[src/rtl/core/sfdd_pkg.sv]
package sfdd_pkg;

	localparam int FRAME_W   = 24;
	localparam int TIME_W    = 32;
	localparam int CNT_W     = 5;
	localparam int IN_DATA_W = 40;
	localparam int OUT_DATA_W = 24;

	localparam logic [CNT_W-1:0]  FRAME_LAST_BIT = 5'd23;
	localparam logic [TIME_W-1:0] WINDOW_RESET   = 32'd1000000;

	// frame queue between deframer and repeat filter
	localparam int QDEPTH  = 2;
	localparam int QPTR_W  = 1;
	localparam int QCNT_W  = 2;
	localparam logic [QCNT_W-1:0] QDEPTH_CNT = 2'd2;

	typedef struct packed {
		logic [FRAME_W-1:0] frame;
		logic [TIME_W-1:0]  stamp;
	} frame_entry_t;

endpackage

[src/rtl/core/sfdd_front.sv]
module sfdd_front import sfdd_pkg::*; (
	input  logic                  clk,
	input  logic                  arst_n,
	input  logic                  accept,
	input  logic                  bit_present,
	input  logic                  bit_follows,
	input  logic                  bit_value,
	input  logic [TIME_W-1:0]     time_us,
	output logic                  push,
	output frame_entry_t          push_entry
);

	logic [CNT_W-1:0]   bit_count_q;
	logic [FRAME_W-1:0] frame_shift_q;
	logic [CNT_W-1:0]   cnt_eff;
	logic [FRAME_W-1:0] shift_base;
	logic [FRAME_W-1:0] shift_next;
	logic               take;
	logic               done;

	always_comb begin
		take = accept & bit_present;
		// drop a partial frame when the burst breaks
		cnt_eff = (bit_count_q != '0 && !bit_follows) ? '0 : bit_count_q;
		shift_base = (cnt_eff == '0) ? '0 : frame_shift_q;
		shift_next = {shift_base[FRAME_W-2:0], bit_value};
		done = (cnt_eff == FRAME_LAST_BIT);
	end

	always_ff @(posedge clk or negedge arst_n) begin
		if (!arst_n) begin
			bit_count_q <= '0;
		end else if (take) begin
			bit_count_q <= done ? '0 : cnt_eff + 5'd1;
		end
	end

	always_ff @(posedge clk) begin
		if (take) begin
			frame_shift_q <= shift_next;
		end
	end

	assign push             = take & done;
	assign push_entry.frame = shift_next;
	assign push_entry.stamp = time_us;

endmodule

[src/rtl/core/sfdd_fifo.sv]
module sfdd_fifo import sfdd_pkg::*; (
	input  logic         clk,
	input  logic         arst_n,
	input  logic         push,
	input  frame_entry_t push_entry,
	output logic         full,
	input  logic         pop,
	output logic         empty,
	output frame_entry_t head
);

	frame_entry_t      mem_q [QDEPTH];
	logic [QPTR_W-1:0] wr_ptr_q;
	logic [QPTR_W-1:0] rd_ptr_q;
	logic [QCNT_W-1:0] count_q;

	assign full  = (count_q == QDEPTH_CNT);
	assign empty = (count_q == '0);
	assign head  = mem_q[rd_ptr_q];

	always_ff @(posedge clk) begin
		if (push) begin
			mem_q[wr_ptr_q] <= push_entry;
		end
	end

	always_ff @(posedge clk or negedge arst_n) begin
		if (!arst_n) begin
			wr_ptr_q <= '0;
			rd_ptr_q <= '0;
			count_q  <= '0;
		end else begin
			if (push) begin
				wr_ptr_q <= wr_ptr_q + 1'b1;
			end
			if (pop) begin
				rd_ptr_q <= rd_ptr_q + 1'b1;
			end
			case ({push, pop})
				2'b10:   count_q <= count_q + 2'd1;
				2'b01:   count_q <= count_q - 2'd1;
				default: count_q <= count_q;
			endcase
		end
	end

endmodule

[src/rtl/core/sfdd_back.sv]
module sfdd_back import sfdd_pkg::*; (
	input  logic                  clk,
	input  logic                  arst_n,
	input  logic                  cfg_we,
	input  logic [TIME_W-1:0]     cfg_data,
	input  logic                  q_empty,
	input  frame_entry_t          q_head,
	output logic                  q_pop,
	output logic                  out_valid,
	input  logic                  out_ready,
	output logic [OUT_DATA_W-1:0] out_data
);

	logic [TIME_W-1:0]     window_q;
	logic [FRAME_W-1:0]    last_frame_q;
	logic [TIME_W-1:0]     last_time_q;
	logic                  out_valid_q;
	logic [OUT_DATA_W-1:0] out_data_q;
	logic [TIME_W-1:0]     elapsed;
	logic                  emit;
	logic                  slot_free;
	logic [FRAME_W-1:0]    f;

	always_comb begin
		f         = q_head.frame;
		elapsed   = q_head.stamp - last_time_q;
		emit      = (f != last_frame_q) || (elapsed >= window_q);
		slot_free = !out_valid_q || out_ready;
		// a suppressed frame never waits for the output slot
		q_pop     = !q_empty && (!emit || slot_free);
	end

	always_ff @(posedge clk or negedge arst_n) begin
		if (!arst_n) begin
			window_q     <= WINDOW_RESET;
			last_frame_q <= '0;
			last_time_q  <= '0;
			out_valid_q  <= 1'b0;
		end else begin
			if (cfg_we) begin
				window_q <= cfg_data;
			end
			if (q_pop) begin
				last_frame_q <= f;
				last_time_q  <= q_head.stamp;
			end
			if (q_pop && emit) begin
				out_valid_q <= 1'b1;
			end else if (out_ready) begin
				out_valid_q <= 1'b0;
			end
		end
	end

	always_ff @(posedge clk) begin
		if (q_pop && emit) begin
			// tenths, whole, sign, status, id from high to low
			out_data_q <= {f[3:0], f[14:8], f[15], f[7:4], f[23:16]};
		end
	end

	assign out_valid = out_valid_q;
	assign out_data  = out_data_q;

endmodule

[src/rtl/core/sensor_frame_deframer_dedup.sv]
// Path: a frame's final bit beat is written into the frame queue, popped by the
// repeat filter and registered into the output slot before it shows on m_axis.
// Throughput: one input beat per cycle; a stalled output backs up a two-entry
// frame queue before s_axis_tready drops.
// Reset: arst_n clears bit count, last frame, last time and the queue, and
// loads the repeat window with 1000000 us.
module sensor_frame_deframer_dedup import sfdd_pkg::*; (
	input  logic                  clk,
	input  logic                  arst_n,
	input  logic                  s_axis_tvalid,
	output logic                  s_axis_tready,
	// [0] bit_present, [1] bit_follows, [2] bit_value, [34:3] time_us, [39:35] zero
	input  logic [IN_DATA_W-1:0]  s_axis_tdata,
	output logic                  m_axis_tvalid,
	input  logic                  m_axis_tready,
	// [7:0] sensor_id, [11:8] sensor_status, [12] temp_negative,
	// [19:13] temp_whole, [23:20] temp_tenths
	output logic [OUT_DATA_W-1:0] m_axis_tdata,
	input  logic                  cfg_valid,
	output logic                  cfg_ready,
	input  logic [TIME_W-1:0]     cfg_data
);

	logic         accept;
	logic         push;
	frame_entry_t push_entry;
	logic         q_full;
	logic         q_empty;
	logic         q_pop;
	frame_entry_t q_head;

	assign s_axis_tready = !q_full;
	assign accept        = s_axis_tvalid & s_axis_tready;
	assign cfg_ready     = 1'b1;

	sfdd_front u_front (
		.clk         (clk),
		.arst_n      (arst_n),
		.accept      (accept),
		.bit_present (s_axis_tdata[0]),
		.bit_follows (s_axis_tdata[1]),
		.bit_value   (s_axis_tdata[2]),
		.time_us     (s_axis_tdata[34:3]),
		.push        (push),
		.push_entry  (push_entry)
	);

	sfdd_fifo u_fifo (
		.clk        (clk),
		.arst_n     (arst_n),
		.push       (push),
		.push_entry (push_entry),
		.full       (q_full),
		.pop        (q_pop),
		.empty      (q_empty),
		.head       (q_head)
	);

	sfdd_back u_back (
		.clk       (clk),
		.arst_n    (arst_n),
		.cfg_we    (cfg_valid & cfg_ready),
		.cfg_data  (cfg_data),
		.q_empty   (q_empty),
		.q_head    (q_head),
		.q_pop     (q_pop),
		.out_valid (m_axis_tvalid),
		.out_ready (m_axis_tready),
		.out_data  (m_axis_tdata)
	);

endmodule
[config.mk]
export PLATFORM = sky130hd
export DESIGN_NAME = sensor_frame_deframer_dedup
export DESIGN_NICKNAME = d
export VERILOG_FILES = /design/src/rtl/core/sfdd_pkg.sv /design/src/rtl/core/sfdd_front.sv /design/src/rtl/core/sfdd_fifo.sv /design/src/rtl/core/sfdd_back.sv /design/src/rtl/core/sensor_frame_deframer_dedup.sv
export SDC_FILE = /design/constraint.sdc
export NUM_CORES = 1
export LEC_CHECK = 0
export ABC_AREA = 1
export ABC_CLOCK_PERIOD_IN_PS = 4600
export BUFFER_PORTS_ARGS = -buffer_cell sky130_fd_sc_hd__clkbuf_2
export CAP_MARGIN = 20
export CORE_MARGIN = 1
export CORE_UTILIZATION = 54
export DETAILED_ROUTE_END_ITERATION = 6
export PLACE_DENSITY_LB_ADDON = 0.2
export SLEW_MARGIN = 10
export SYNTH_ARGS = -nofsm -noshare
export SYNTH_HDL_FRONTEND = slang
export SYNTH_SLANG_ARGS = --single-unit
[constraint.sdc]
create_clock -name clk -period 4.6 [get_ports clk]
set_input_delay 0 -clock clk [delete_from_list [all_inputs] [get_ports clk]]
set_output_delay 0 -clock clk [all_outputs]
set_load 0.05 [all_outputs]
==> results.json <==
{
  "postSynthAreaPerCell_um2": 9.14,
  "drive_above_1_share_pct": 15.9,
  "syn_nets": 1531,
  "pre_cts_ws_ns": -0.0989,
  "ys_seq_area_share_pct": 57.1,
  "grt_pass1_wl_um": 46600,
  "h-tree-depth": 1,
  "cts_tree": "built",
  "hold_violations": 0,
  "critPathLaunch": "u_fifo.rd_ptr_q$_DFFE_PN0P_",
  "start_kind": "flop",
  "dp.cells": 1830,
  "clkSinkCount": 257,
  "leakage_nw": 7.47,
  "hpwl_um": 19700,
  "fmax_mhz": 233,
  "layout.nets": 1766,
  "crit_path_max_fanout": 20,
  "drc": 2,
  "vdd_drop_max_mv": 0.582,
  "drtIter0Drc": 634,
  "netlist_area_um2": 12700,
  "worstSkewPairLatency_ns": 0.55,
  "worstSetupPathType": "reg -> reg",
  "yosys.cell_types.count": 33,
  "first_global_vias": 9576,
  "die_h_um": 155,
  "yosysWarnings": 0,
  "cts.clk_slew.worst_paths_ns": 0.06,
  "fin_skew_ns": 0.0149,
  "r2r_start": "u_fifo.rd_ptr_q$_DFFE_PN0P_",
  "numPortBuffers": 97,
  "finalCritPeriodShare_pct": 93.3,
  "drt-wirelength-per-cell_um": 15.1,
  "setup_ws_ns": 0.306,
  "synthCells": 1386,
  "power_w": 0.0122,
  "r2r-end": "u_fifo.count_q[1]$_DFFE_PN0P_",
  "arrival_ns": 4.72,
  "initial_core_util_pct": 55.5,
  "required_ns": 5.03,
  "globalplace.congestion": 0.937,
  "vias": 9943,
  "hold_depth": 6,
  "slowest_stage": "dfrtp_2",
  "p_per_area_nw_per_um2": 775,
  "rrSetupSlack_ns": 0.31,
  "track_usage_pct": 24.6,
  "cts_root_buf": "clkbuf_16",
  "grt_overflow": 0,
  "worstRegToRegCells": 30,
  "violations": "DRC",
  "finalSetupViolations": 0,
  "numCtsBuffers": 26,
  "fin_cells": 1953,
  "clock_path_buffers": 3,
  "status": "finished, violations left",
  "grt_max_degree": 64,
  "dieArea_um2": 24100,
  "layout_min_cycle_time_ns": 4.29,
  "first_pass_iters": 7,
  "cp-end-kind": "flop",
  "area_growth_pct": 24.3,
  "min-delay-path-class": "in -> reg",
  "endpoint": "u_fifo.count_q[1]$_DFFE_PN0P_",
  "drt-total-wl_um": 29400,
  "antenna_found_initial": 0,
  "drv_slew": 0,
  "post_drt_via_cell_ratio": 5.09,
  "coreArea_um2": 22800,
  "cp_common_cell": "nand2_1",
  "ant_nets": 0,
  "rows": 55,
  "tightest_slew_ns": 0.997,
  "die_x_um": 155,
  "max_stage_delay_ns": 0.45,
  "ios": 104,
  "maxCapViolCount": 0,
  "n_antenna_cell": 0,
  "max_slew_margin_pct": 33.6,
  "ys_ff_latch": 257
}
==> metrics by stage <==
step                util (%)  TNS [ns]  instance area [um2]  hold WS, ns
floorplan                  -    -22.36                12700       -0.296
global placement        61.3   -0.0678                14000       0.0169
detailed placement      61.3     -2.72                14000       0.0238
CTS                     68.0         0                15500        0.104
global route            68.9   -0.0128                15700        0.158
finish                  68.9         0                15700        0.101
==> per-layer routing <==
layer	track usage (%)	share of wire, %	up-vias
li1	-	-	4980
met1	32.2	44	4599
met2	42.7	48	302
met3	2.73	5.2	62
met4	8.73	3.2	0
met5	0	0	-
==> worst min-delay path by stage <==
stage	from	end	slack (ns)
finish	s_axis_tvalid	u_front.bit_count_q[1]$_DFFE_PN0P_	0.10
global route	s_axis_tvalid	u_front.bit_count_q[1]$_DFFE_PN0P_	0.16
CTS	s_axis_tvalid	u_front.bit_count_q[1]$_DFFE_PN0P_	0.10
detailed placement	arst_n	u_back.window_q[3]$_DFFE_PN0P_	0.02
global placement	arst_n	u_back.window_q[3]$_DFFE_PN0P_	0.02
floorplan	arst_n	u_back.last_frame_q[0]$_DFFE_PN0P_	-0.30
==> cell usage in the layout (no fill, tap or decap), types with 10 or more instances in the layout <==
cell	count
a21oi_1	38
a21oi_2	11
buf_4	70
clkbuf_16	27
clkbuf_2	96
dfrtp_1	90
dlygate4sd3_1	72
edfxtp_1	159
ha_1	63
inv_1	167
nand2_1	465
nand3_1	79
nand4_1	11
nor2_1	93
o21ai_0	61
xnor2_1	10
xor2_1	24
==> power by group <==
| group | leakage, nW | switching, W | internal (W) | total [W] |
|---|---|---|---|---|
| sequential | 2.65 | 0.000222 | 0.00305 | 0.00327 |
| clock | 0.390 | 0.000879 | 0.00112 | 0.00200 |
| combinational | 4.42 | 0.00425 | 0.00268 | 0.00693 |
| total | 7.47 | 0.00535 | 0.00686 | 0.0122 |
==> synthesized netlist by cell type <==
| cell | instances | area, um2 |
|---|---|---|
| o21ai_1 | 3 | 15.0 |
| nand4_1 | 11 | 68.8 |
| o31ai_1 | 2 | 15.0 |
| buf_6 | 2 | 22.5 |
| edfxtp_1 | 159 | 4770 |
| buf_4 | 6 | 45.0 |
| o21a_1 | 2 | 15.0 |
| o21ai_0 | 69 | 345 |
| nand3b_1 | 2 | 15.0 |
| nand2_1 | 473 | 1780 |
| ha_1 | 67 | 838 |
| a21oi_1 | 51 | 255 |
| dfstp_2 | 7 | 184 |
| xor2_1 | 24 | 210 |
| xnor2_1 | 10 | 87.6 |
| dfrtp_1 | 91 | 2280 |
| conb_1 | 1 | 3.75 |
| o21bai_1 | 4 | 30.0 |
| a21boi_0 | 1 | 7.51 |
| clkbuf_1 | 19 | 71.3 |
| nor3_1 | 6 | 30.0 |
| nand3_1 | 79 | 395 |
| inv_1 | 168 | 631 |
| a21o_1 | 4 | 30.0 |
| a31oi_1 | 6 | 37.5 |
| nor4_1 | 4 | 25.0 |
| buf_2 | 8 | 40.0 |
| nor2_1 | 98 | 368 |
| mux2_2 | 1 | 11.3 |
| or2_2 | 1 | 6.26 |
| fa_1 | 1 | 20.0 |
| inv_2 | 1 | 3.75 |
| buf_1 | 5 | 18.8 |
==> area by class of cell <==
cell class | instances | area, um2
clock buffer | 31 | 689
clock inverter | 16 | 124
fill | 1781 | 7100
inverter | 169 | 634
multi-input combinational | 920 | 4770
sequential | 257 | 7240
tap | 313 | 392
timing repair buffer | 247 | 1900
==> flip-flops by register name (all words and copies together), names as in the netlist <==
| signal | count |
|---|---|
| u_fifo.wr_ptr_q | 1 |
| u_fifo.mem_q | 112 |
| u_back.last_frame_q | 24 |
| u_back.out_valid | 1 |
| u_back.out_data | 24 |
| u_back.last_time_q | 32 |
| u_fifo.count_q | 2 |
| u_front.bit_count_q | 5 |
| u_front.frame_shift_q | 23 |
| u_back.window_q | 32 |
| u_fifo.rd_ptr_q | 1 |
==> cells by family (layout without fill, tap and decap cells) <==
family / count (synthesis) / in the layout / share of synthesized area (%)
and+or+nand+nor: 674 / 674 / 21.2
AOI/OAI and AO/OA: 142 / 142 / 5.92
other: 1 / 1 / 0.0296
xor gates and xnor gates: 34 / 34 / 2.35
adders and majority gates: 68 / 68 / 6.77
buffers and inverters: 209 / 463 / 6.57
muxes: 1 / 1 / 0.0888
DFF: 257 / 257 / 57.1
==> timing repair <==
item                                    in CTS  in global routing
hold buffers                                72                  0
endpoints found under the setup margin      58                 79
endpoints found under the hold margin      145                  0
buffers inserted                             0                  3
gates cloned                                 0                  1
resized for setup                            3                 49
pin swaps                                    0                 13
==> critical path, delay by kind of cell (launching register included) <==
kind / cells / cell delay [ns]
AOI/OAI and AO/OA: 6 / 0.78
xor gates and xnor gates: 1 / 0.15
adders and majority gates: 3 / 0.84
buffers and inverters: 5 / 0.54
DFF: 1 / 0.45
and+or+nand+nor: 15 / 1.43
(Power assumes the default switching activity.)
